<file path="config.mk">
export PLATFORM = sky130hd
export DESIGN_NAME = banned_call_scanner_core
export DESIGN_NICKNAME = d
export VERILOG_FILES = /design/src/bcs_pkg.sv /design/src/bcs_lexer.sv /design/src/bcs_matcher.sv /design/src/banned_call_scanner_core.sv
export SDC_FILE = /design/constraint.sdc
export NUM_CORES = 1
export LEC_CHECK = 0
export BUFFER_PORTS_ARGS = -buffer_cell sky130_fd_sc_hd__clkbuf_2
export CORE_ASPECT_RATIO = 2
export CORE_MARGIN = 2
export CORE_UTILIZATION = 55
export DETAILED_ROUTE_END_ITERATION = 10
export PLACE_DENSITY_LB_ADDON = 0.1
export SYNTH_ARGS = -nofsm -noshare
export SYNTH_HDL_FRONTEND = slang
export SYNTH_SLANG_ARGS = --single-unit
</file>
<file path="constraint.sdc">
create_clock -name clk -period 11.34 [get_ports clk]
set_clock_uncertainty 0.2 [all_clocks]
set_input_delay 0.567 -clock clk [delete_from_list [all_inputs] [get_ports clk]]
set_output_delay 0.567 -clock clk [all_outputs]
set_load 0.01 [all_outputs]
</file>
<file path="src/bcs_pkg.sv">
// ----------------------------------------------------------------------------
// bcs_pkg
// shared types and constants of the banned call scanner
// ----------------------------------------------------------------------------
package bcs_pkg;

  localparam int NAME_IDX_W = 4;
  localparam int NAME_LEN_W = 5;
  localparam int CNT_W      = 32;
  localparam int CFG_W      = 64;
  localparam int CFG_IDX_W  = 2;

  localparam logic [7:0] CH_SLASH     = 8'h2f;
  localparam logic [7:0] CH_STAR      = 8'h2a;
  localparam logic [7:0] CH_QUOTE     = 8'h22;
  localparam logic [7:0] CH_BACKSLASH = 8'h5c;
  localparam logic [7:0] CH_NEWLINE   = 8'h0a;
  localparam logic [7:0] CH_LPAREN    = 8'h28;

  localparam logic [CFG_IDX_W-1:0] REG_NAME_LOW  = 2'd0;
  localparam logic [CFG_IDX_W-1:0] REG_NAME_HIGH = 2'd1;
  localparam logic [CFG_IDX_W-1:0] REG_NAME_LEN  = 2'd2;

  typedef struct packed {
    logic in_range;
    logic opener_done;
  } lex_info_t;

endpackage

</file>
<file path="src/bcs_lexer.sv">
// ----------------------------------------------------------------------------
// bcs_lexer
// tracks code, string, line comment and block comment modes per byte
// ----------------------------------------------------------------------------
module bcs_lexer import bcs_pkg::*; (
  input  logic       clk,
  input  logic       rst,
  input  logic       step,
  input  logic [7:0] text_byte,
  input  logic       end_of_file,
  output lex_info_t  info
);

  typedef enum logic [1:0] {
    MODE_CODE, MODE_STRING, MODE_LINE, MODE_BLOCK
  } mode_t;

  typedef enum logic [1:0] {
    PEND_NONE, PEND_SLASH, PEND_STAR, PEND_BACKSLASH
  } pend_t;

  mode_t mode, mode_next;
  pend_t pend, pend_next;

  always_comb begin
    mode_next        = mode;
    pend_next        = PEND_NONE;
    info.in_range    = 1'b1;
    info.opener_done = 1'b0;
    unique case (mode)
      MODE_CODE: begin
        info.in_range = 1'b0;
        if (pend == PEND_SLASH && (text_byte == CH_SLASH || text_byte == CH_STAR)) begin
          info.in_range    = 1'b1;
          info.opener_done = 1'b1;
          mode_next        = (text_byte == CH_SLASH) ? MODE_LINE : MODE_BLOCK;
        end else if (text_byte == CH_QUOTE) begin
          info.in_range = 1'b1;
          mode_next     = MODE_STRING;
        end else if (text_byte == CH_SLASH) begin
          pend_next = PEND_SLASH;
        end
      end
      MODE_STRING: begin
        if (pend == PEND_BACKSLASH) begin
          pend_next = PEND_NONE;
        end else if (text_byte == CH_BACKSLASH) begin
          pend_next = PEND_BACKSLASH;
        end else if (text_byte == CH_QUOTE) begin
          mode_next = MODE_CODE;
        end
      end
      MODE_LINE: begin
        if (text_byte == CH_NEWLINE) begin
          info.in_range = 1'b0;
          mode_next     = MODE_CODE;
        end
      end
      MODE_BLOCK: begin
        if (pend == PEND_STAR && text_byte == CH_SLASH) begin
          mode_next = MODE_CODE;
        end else if (text_byte == CH_STAR) begin
          pend_next = PEND_STAR;
        end
      end
      default: begin
        mode_next = MODE_CODE;
      end
    endcase
  end

  always_ff @(posedge clk) begin
    if (rst) begin
      mode <= MODE_CODE;
      pend <= PEND_NONE;
    end else if (step) begin
      if (end_of_file) begin
        mode <= MODE_CODE;
        pend <= PEND_NONE;
      end else begin
        mode <= mode_next;
        pend <= pend_next;
      end
    end
  end

endmodule

</file>
<file path="src/bcs_matcher.sv">
// ----------------------------------------------------------------------------
// bcs_matcher
// name matching, call detection and offset and line counting per byte
// ----------------------------------------------------------------------------
module bcs_matcher import bcs_pkg::*; #(
  parameter int MAX_NAME_BYTES = 16
) (
  input  logic                  clk,
  input  logic                  rst,
  input  logic                  step,
  input  logic [7:0]            text_byte,
  input  logic                  end_of_file,
  input  lex_info_t             info,
  input  logic [2*CFG_W-1:0]    name_bytes,
  input  logic [NAME_LEN_W-1:0] name_length,
  output logic                  hit,
  output logic [CNT_W-1:0]      hit_offset,
  output logic [CNT_W-1:0]      hit_line
);

  localparam int PROG_W = $clog2(MAX_NAME_BYTES + 1);
  localparam logic [NAME_LEN_W-1:0] MAX_LEN = NAME_LEN_W'(MAX_NAME_BYTES);

  function automatic logic is_word(input logic [7:0] c);
    return (c >= 8'h61 && c <= 8'h7a) || (c >= 8'h41 && c <= 8'h5a) ||
           (c >= 8'h30 && c <= 8'h39) || c == 8'h5f;
  endfunction

  function automatic logic is_space(input logic [7:0] c);
    return c == 8'h20 || c == 8'h09 || c == 8'h0a || c == 8'h0b ||
           c == 8'h0c || c == 8'h0d;
  endfunction

  logic [PROG_W-1:0] prog, prog_next;
  logic              after_name, after_name_next;
  logic              prev_word;
  logic              supp, supp_next;
  logic [CNT_W-1:0]  line_cnt, byte_cnt;
  logic [CNT_W-1:0]  start_offset, start_offset_next;
  logic [CNT_W-1:0]  start_line, start_line_next;

  logic [PROG_W-1:0]     len;
  logic [NAME_IDX_W-1:0] idx;
  logic [7:0]            cur_name_byte;
  logic [7:0]            first_name_byte;
  logic                  word;
  logic                  restart;

  always_comb begin
    if (name_length == '0) begin
      len = PROG_W'(1);
    end else if (name_length > MAX_LEN) begin
      len = PROG_W'(MAX_NAME_BYTES);
    end else begin
      len = PROG_W'(name_length);
    end
  end

  assign idx             = NAME_IDX_W'(prog);
  assign cur_name_byte   = name_bytes[idx*8 +: 8];
  assign first_name_byte = name_bytes[7:0];
  assign word            = is_word(text_byte);

  always_comb begin
    prog_next         = prog;
    after_name_next   = after_name;
    supp_next         = supp;
    start_offset_next = start_offset;
    start_line_next   = start_line;
    restart           = 1'b1;
    hit               = 1'b0;

    if (info.opener_done && prog == PROG_W'(1)) begin
      supp_next = 1'b1;
    end

    if (prog != '0) begin
      if (!after_name) begin
        if (text_byte == cur_name_byte) begin
          prog_next = prog + PROG_W'(1);
          if (prog_next >= len) begin
            after_name_next = 1'b1;
          end
          restart = 1'b0;
        end
      end else if (text_byte == CH_LPAREN) begin
        hit             = !supp_next;
        prog_next       = '0;
        after_name_next = 1'b0;
        supp_next       = 1'b0;
        restart         = 1'b0;
      end else if (is_space(text_byte)) begin
        restart = 1'b0;
      end
      if (restart) begin
        prog_next       = '0;
        after_name_next = 1'b0;
        supp_next       = 1'b0;
      end
    end

    if (restart && text_byte == first_name_byte && prev_word != word) begin
      prog_next         = PROG_W'(1);
      after_name_next   = (len == PROG_W'(1));
      start_offset_next = byte_cnt;
      start_line_next   = line_cnt;
      supp_next         = info.in_range;
    end
  end

  assign hit_offset = start_offset;
  assign hit_line   = start_line;

  always_ff @(posedge clk) begin
    if (rst) begin
      prog         <= '0;
      after_name   <= 1'b0;
      prev_word    <= 1'b0;
      supp         <= 1'b0;
      line_cnt     <= CNT_W'(1);
      byte_cnt     <= '0;
      start_offset <= '0;
      start_line   <= CNT_W'(1);
    end else if (step) begin
      if (end_of_file) begin
        prog         <= '0;
        after_name   <= 1'b0;
        prev_word    <= 1'b0;
        supp         <= 1'b0;
        line_cnt     <= CNT_W'(1);
        byte_cnt     <= '0;
        start_offset <= '0;
        start_line   <= CNT_W'(1);
      end else begin
        prog         <= prog_next;
        after_name   <= after_name_next;
        prev_word    <= word;
        supp         <= supp_next;
        start_offset <= start_offset_next;
        start_line   <= start_line_next;
        if (text_byte == CH_NEWLINE && line_cnt != '1) begin
          line_cnt <= line_cnt + CNT_W'(1);
        end
        if (byte_cnt != '1) begin
          byte_cnt <= byte_cnt + CNT_W'(1);
        end
      end
    end
  end

endmodule

</file>
<file path="src/banned_call_scanner_core.sv">
// ----------------------------------------------------------------------------
// banned_call_scanner_core
// finds calls to one configured identifier in a source text byte stream
// ----------------------------------------------------------------------------
//  channel  | handshake          | beat payload
//  text     | text_valid/stall   | text_byte, end_of_file
//  call     | call_valid/stall   | call_offset, call_line
//  config   | cfg_write          | cfg_index, cfg_data
//
//  one byte per cycle while no call beat is stalled; a byte waits in the
//  input register; its call, if any, goes to the result register on advance
//  lexer and matcher state update from the input register as bytes advance
//  rst clears all control state; name registers reset to zero, length one
//  a stalled call beat holds the input register, which then stalls text
// ----------------------------------------------------------------------------
module banned_call_scanner_core import bcs_pkg::*; #(
  parameter int MAX_NAME_BYTES = 16
) (
  input  logic                 clk,
  input  logic                 rst,
  input  logic                 text_valid,
  output logic                 text_stall,
  input  logic [7:0]           text_byte,
  input  logic                 end_of_file,
  output logic                 call_valid,
  input  logic                 call_stall,
  output logic [CNT_W-1:0]     call_offset,
  output logic [CNT_W-1:0]     call_line,
  input  logic                 cfg_write,
  input  logic [CFG_IDX_W-1:0] cfg_index,
  input  logic [CFG_W-1:0]     cfg_data
);

  logic [CFG_W-1:0]      name_bytes_low;
  logic [CFG_W-1:0]      name_bytes_high;
  logic [NAME_LEN_W-1:0] name_length;

  logic       in_valid;
  logic [7:0] in_byte;
  logic       in_eof;
  logic       advance;
  logic       accept;

  lex_info_t        info;
  logic             hit;
  logic [CNT_W-1:0] hit_offset;
  logic [CNT_W-1:0] hit_line;

  assign advance    = in_valid && (!call_valid || !call_stall);
  assign text_stall = in_valid && !advance;
  assign accept     = text_valid && !text_stall;

  always_ff @(posedge clk) begin
    if (rst) begin
      name_bytes_low  <= '0;
      name_bytes_high <= '0;
      name_length     <= NAME_LEN_W'(1);
    end else if (cfg_write) begin
      unique case (cfg_index)
        REG_NAME_LOW:  name_bytes_low  <= cfg_data;
        REG_NAME_HIGH: name_bytes_high <= cfg_data;
        REG_NAME_LEN:  name_length     <= cfg_data[NAME_LEN_W-1:0];
        default: ;
      endcase
    end
  end

  always_ff @(posedge clk) begin
    if (rst) begin
      in_valid <= 1'b0;
    end else if (accept) begin
      in_valid <= 1'b1;
    end else if (advance) begin
      in_valid <= 1'b0;
    end
    if (accept) begin
      in_byte <= text_byte;
      in_eof  <= end_of_file;
    end
  end

  bcs_lexer u_lexer (
    .clk         (clk),
    .rst         (rst),
    .step        (advance),
    .text_byte   (in_byte),
    .end_of_file (in_eof),
    .info        (info)
  );

  bcs_matcher #(
    .MAX_NAME_BYTES (MAX_NAME_BYTES)
  ) u_matcher (
    .clk         (clk),
    .rst         (rst),
    .step        (advance),
    .text_byte   (in_byte),
    .end_of_file (in_eof),
    .info        (info),
    .name_bytes  ({name_bytes_high, name_bytes_low}),
    .name_length (name_length),
    .hit         (hit),
    .hit_offset  (hit_offset),
    .hit_line    (hit_line)
  );

  always_ff @(posedge clk) begin
    if (rst) begin
      call_valid <= 1'b0;
    end else if (advance) begin
      call_valid <= hit;
    end else if (!call_stall) begin
      call_valid <= 1'b0;
    end
    if (advance && hit) begin
      call_offset <= hit_offset;
      call_line   <= hit_line;
    end
  end

endmodule

</file>
-- After elaboration in Yosys (flattened, before gate mapping)
Index checks and enable logic that the tools add are counted.
- flip-flop bits (word level): 348
- output and inout port bits: 66
- shift-type cells: 1
- $lt $le $gt $ge: 8
- equal/unequal tests: 35
- add/subtract/negate cells: 3
- reductions and logical operators: 47
- muxes and demuxes: 71
- operator list (operator ; number):
    $mux W32 ; 8
    $shiftx A128 B8 Y8 ; 1
    $add A32 B1 Y32 const B ; 2
    $ne A32 B32 Y1 const B ; 2
    $mux W5 ; 9
    $eq A8 B4 Y1 const B ; 5
    $eq A8 B6 Y1 const B ; 5
    $mux W1 ; 36
    $mux W2 ; 15
    $eq A8 B7 Y1 const B ; 2
    $eq A8 B8 Y1 ; 2
    $ge A8 B7 Y1 const B ; 2
    $le A8 B7 Y1 const B ; 2
    $reduce_and A2 Y1 ; 7
    $logic_and A1 B1 Y1 ; 13
    $eq A2 B2 Y1 const B ; 5
    $eq A5 B1 Y1 const B ; 2
    $logic_or A1 B1 Y1 ; 10
    $reduce_bool A5 Y1 ; 2
    $ne A3 B2 Y1 const B ; 3
    $ge A8 B6 Y1 const B ; 1
    $le A8 B6 Y1 const B ; 1
    $pmux W2 S4 ; 1
    $reduce_bool A2 Y1 ; 4
    other kinds (17) ; 25

-- Logic depth before layout (Yosys ltp)
- depth in word-level cells: 15
- gate-level depth with buffers: 16

-- Cells and area by module
Synthesis repeated with hierarchy kept, for this count alone.
- cell total of the unflattened synthesis: 1447
- area, all modules: 15461.1 um^2
- modules (own cells, without submodules) (module ; area each (um^2) ; times used ; cells an instance):
    banned_call_scanner_core ; 7732.4 ; 1 ; 592
    bcs_matcher ; 7328.3 ; 1 ; 803
    bcs_lexer ; 400.4 ; 1 ; 52

-- Worst setup path after synthesis
OpenSTA, ideal clock, no wires.
- path kind: reg2reg
- from: register u_matcher.prog[2]
- to: register call_line[0], enable pin
- stages on the path, launching flop included: 7
- library setup time: 647 ps
- path slack: 2722 ps
- clock period less this slack: 8618 ps
- arrival time: 7770 ps
- cell sequence: dfxtp_1 buf_2 buf_1 clkbuf_1 nor3_1 a41o_1 nor4_1
- word-level cells in the longest chain between the ends: 8
- elaborated cells on any way between the ends: 9
- ends and longest elaborated chain (item ; RTL line ; text):
    start: declaration ; bcs_matcher.sv:34 ; logic [PROG_W-1:0] prog, prog_next;
    start signal: assignment ; bcs_matcher.sv:135 ; prog <= prog_next;
    $eq A5 B1 Y1 ; bcs_matcher.sv:73 ; if (info.opener_done && prog == PROG_W'(1)) begin
    $logic_and A1 B1 Y1 ; bcs_matcher.sv:73 ;
    $mux W1 ; bcs_matcher.sv:73 ;
    $logic_not A1 Y1 ; bcs_matcher.sv:87 ; hit = !supp_next;
    $mux W1 ; bcs_matcher.sv:86 ; end else if (text_byte == CH_LPAREN) begin
    $mux W1 ; bcs_matcher.sv:78 ; if (!after_name) begin
    $mux W1 (*) ; bcs_matcher.sv:77 ; if (prog != '0) begin
    $logic_and A1 B1 Y1 (*) ; banned_call_scanner_core.sv:115 ; if (advance && hit) begin
    end signal: assignment ; banned_call_scanner_core.sv:117 ; call_line <= hit_line;
    end: declaration ; banned_call_scanner_core.sv:28 ; output logic [CNT_W-1:0] call_line,
Mark *: on every way between the ends. The rest lies on a longest branch, timed or not.
A chain may end at the register's enable or synchronous reset.

-- Worst setup path after layout
- from: register u_matcher.prog[1]
- to: register u_matcher.start_offset[9], in the netlist u_matcher.hit_offset[9]
- word-level cells in the longest chain between the ends: 10
- elaborated cells on any way between the ends: 11
- ends and longest elaborated chain (item ; RTL line ; text):
    $shiftx A128 B8 Y8 ; bcs_matcher.sv:60 ; assign cur_name_byte = name_bytes[idx*8 +: 8];
    $eq A8 B8 Y1 ; bcs_matcher.sv:79 ; if (text_byte == cur_name_byte) begin
    $mux W1 ; bcs_matcher.sv:79 ;
    $mux W1 ; bcs_matcher.sv:78 ;
    $mux W1 ; bcs_matcher.sv:77 ;
    $mux W1 (*) ; bcs_matcher.sv:77 ;
    $logic_and A1 B1 Y1 (*) (2 in series) ; bcs_matcher.sv:102 ; if (restart && text_byte == first_name_byte && prev_word != word) begin
    $reduce_bool A2 Y1 (no source line) (*) ; - ;
    $reduce_and A2 Y1 (no source line) (*) ; - ;
    end signal: assignment ; bcs_matcher.sv:139 ; start_offset <= start_offset_next;
    end: declaration ; bcs_matcher.sv:39 ; logic [CNT_W-1:0] start_offset, start_offset_next;
Mark *: on every way between the ends. The rest lies on a longest branch, timed or not. The select of a mux whose other input is x is not followed.

==> qor.txt <==
Status = finished, final reports clean
Post-placement cell count = 1851
Diode count = 0
WL/cell = 18.1 um
Final Hold Viols = 0
Worst setup path startpoint = u_matcher.prog[1]$_SDFFE_PP0P_
Rows = 83
Cell area after synthesis = 14300 um^2
Clk sinks = 348
Core area = 25700 um^2
Slew Viols, Final = 0
DIE WIDTH = 118 um
Post-DP HPWL = 24.4 mm
Place WS = 6870 ps
Setup ws final = 6850 ps
Reg2Reg Depth = 10
Via-to-Cell Ratio = 5.59
H-tree depth = 1
# IOs = 146
Synth async-reset ratio = 0%
Worst EP required = 11590 ps
# resized after CTS = 0
RSZ-0062 raised after global routing = false
Final #Nets = 1639
Die area = 27300 um^2
Drt drc = 0
Area growth syn-to-layout = 13.9%
Antenna violations before repair = 0
Initial DRC Count = 486
Clk_lat worst skew = 570 ps
Pwr/cell area = 156 nW/um^2
Pleak = 5.78 nW
Total GRT Usage = 25.1%
Post-synth EDFFs = 73
Worst-path clk slew = 70 ps
Largest net degree at the start of global routing = 94
Setup TNS = 0 ps
Arrival @ worst endpoint = 4750 ps
DRT Wirelength = 34.7 mm
CP endpoint kind = register
Max Freq = 223 MHz
Minimum clock period = 4490 ps
Final Wtd Congestion = 0.923
Num CTS Buffers = 29
RR Startpoint = u_matcher.prog[1]$_SDFFE_PP0P_
Final worst-path cycle share = 39.6%
Seq/Total Area, Yosys = 53.9%
Crit Path Max Fanout = 64
Top FF cell, synth = dfxtp_1
Fraction of final layout cells sized beyond drive strength 1 = 15.7%
Final core utilization = 63.4%
DRT Pass-1 Iters = 5
Global route total overflow = 0
Area of the multi-input gates = 6080 um^2
Post-Syn Instances = 1446
Hold WC Path Type = input pin to register
Detailed-route via count = 10682
Antenna Nets Post-Route = 0
Vias in the first global route = 10237
Slew of the pin with the lowest slew margin = 988 ps
Clock Path Buffers = 3
Kind of start point of the critical path = register
Maximum vdd ir drop = 0.000136 V
IO Port Bufs = 145
Reg-to-reg endpoint = u_matcher.hit_offset[9]$_SDFFE_PP0P_
Die height = 232 um
Final Non-Filler Cells = 1911
CP Class = register to register
First-pass GRT wire length = 54.3 mm
R2R Setup Slk = 6850 ps
Slew HR = 33.9%
Max-cap viol count = 0
Ys Warns = 0
Final setup vio count = 0
Seq cells post-synth = 348
Starting density of the core = 55.7%
Root buffer cell = clkbuf_16
CTS tree = built
Post-Syn Nets = 1536
Fill count = 2203
Post-synthesis cell type count = 73
Critical Path End = u_matcher.hit_offset[9]$_SDFFE_PP0P_
Synthesized area per cell = 9.87 um^2
Seq. cell area = 7700 um^2
==> synth_stat cells, types with 21 or more instances <==
library cell / number / area (um^2)
dfxtp_1: 275 / 5510
nand2_1: 313 / 1170
a21oi_1: 146 / 731
nand3_1: 33 / 165
xor2_1: 56 / 490
clkbuf_1: 59 / 221
nand4_1: 24 / 150
nor2_1: 97 / 364
edfxtp_1: 73 / 2190
xnor2_1: 21 / 184
mux2i_1: 31 / 310
a22o_1: 66 / 578
==> state kept, by name, indices dropped and copies added (netlist names), 8 cells and up <==
register,count
name_bytes_high,64
name_bytes_low,64
call_line,32
call_offset,32
u_matcher.byte_cnt,32
u_matcher.hit_line,32
u_matcher.hit_offset,32
u_matcher.line_cnt,32
in_byte,8
==> routing by layer <==
layer	vias to the layer above	share of wire, %	track usage [%]
met2	258	53	47.3
met5	-	0	0
met1	5059	36	25.9
met4	0	7.4	16.9
li1	5267	-	-
met3	98	3.3	2.55
==> power by group <==
group / total (mW) / switching (mW) / leakage [nW] / internal, mW
Sequential: 1.30 / 0.0219 / 2.76 / 1.28
Combinational: 0.109 / 0.0685 / 2.49 / 0.0402
Clock: 1.13 / 0.456 / 0.538 / 0.675
Total: 2.54 / 0.546 / 5.78 / 1.99
==> cells in the final DEF, fill, tap and decap left out, types with 10 or more instances in the layout <==
master     instances
a21oi_1          146
a22o_1            66
and3_1            15
and4_1            10
buf_4             14
clkbuf_16         30
clkbuf_2         145
dfxtp_1          274
edfxtp_1          73
ha_1              10
inv_1             15
mux2i_1           31
mux4_2            15
nand2_1          313
nand3_1           33
nand4_1           24
nor2_1            97
nor2b_1           13
nor3_1            14
o21ai_0           12
xnor2_1           21
xor2_1            56
==> what timing repair did <==
item | in CTS | in global routing
endpoints found under the hold margin | 7 | 0
buffers inserted | 0 | 0
hold buffers | 7 | 0
==> cell type report <==
cell class                 instances  area share, %
clock buffer                      32           4.73
sequential                       348           47.4
timing repair buffer             165           5.51
tap                              340           2.62
clock inverter                    21           1.99
multi-input combinational        989           37.4
inverter                          16          0.369
==> how the worst min path moves through the flow <==
stage                                        startpoint                       to  slack, ps  cells after the start
floorplan            u_matcher.hit_line[0]$_SDFFE_PP1P_   call_line[0]$_DFFE_PP_        210                      0
CTS                                        text_byte[7]     in_byte[7]$_DFFE_PP_         10                      1
finish                                     text_byte[4]     in_byte[4]$_DFFE_PP_         30                      1
detailed placement  u_matcher.hit_line[10]$_SDFFE_PP0P_  call_line[10]$_DFFE_PP_        220                      0
global placement    u_matcher.hit_line[21]$_SDFFE_PP0P_  call_line[21]$_DFFE_PP_        220                      0
global route                               text_byte[7]     in_byte[7]$_DFFE_PP_          8                      1
==> cell families (layout without fill, tap and decap cells) <==
kind of cell	Yosys count	after routing	synth area share (%)
AOI/OAI and AO/OA	277	277	13.0
xor gates and xnor gates	77	77	4.72
adders and majority gates	10	10	0.876
buffers and inverters	109	234	3.64
DFF	348	348	53.9
muxes	56	56	5.96
and+or+nand+nor	569	569	17.9
==> worst max-delay path, cell delays in order, from the launching register on <==
cell and delay (ps):
dfxtp_2 530, buf_4 570, mux4_1 630, mux4_2 480, xor2_1 180, a2111oi_4 450, a41oi_1 220, o21bai_1 380
nor2b_4 60, buf_4 330, a22o_1 270
==> per-stage QoR <==
step	area [um^2]	hold slack (ps)	total power, mW
final	16300	27.7	2.54
after global routing	16300	7.88	2.62
after CTS	16300	14.8	2.56
after detailed placement	15100	219	1.43
after global placement	15100	221	1.43
after floorplan	14300	208	1.39
No activity file was read; power rests on OpenSTA's default activity.
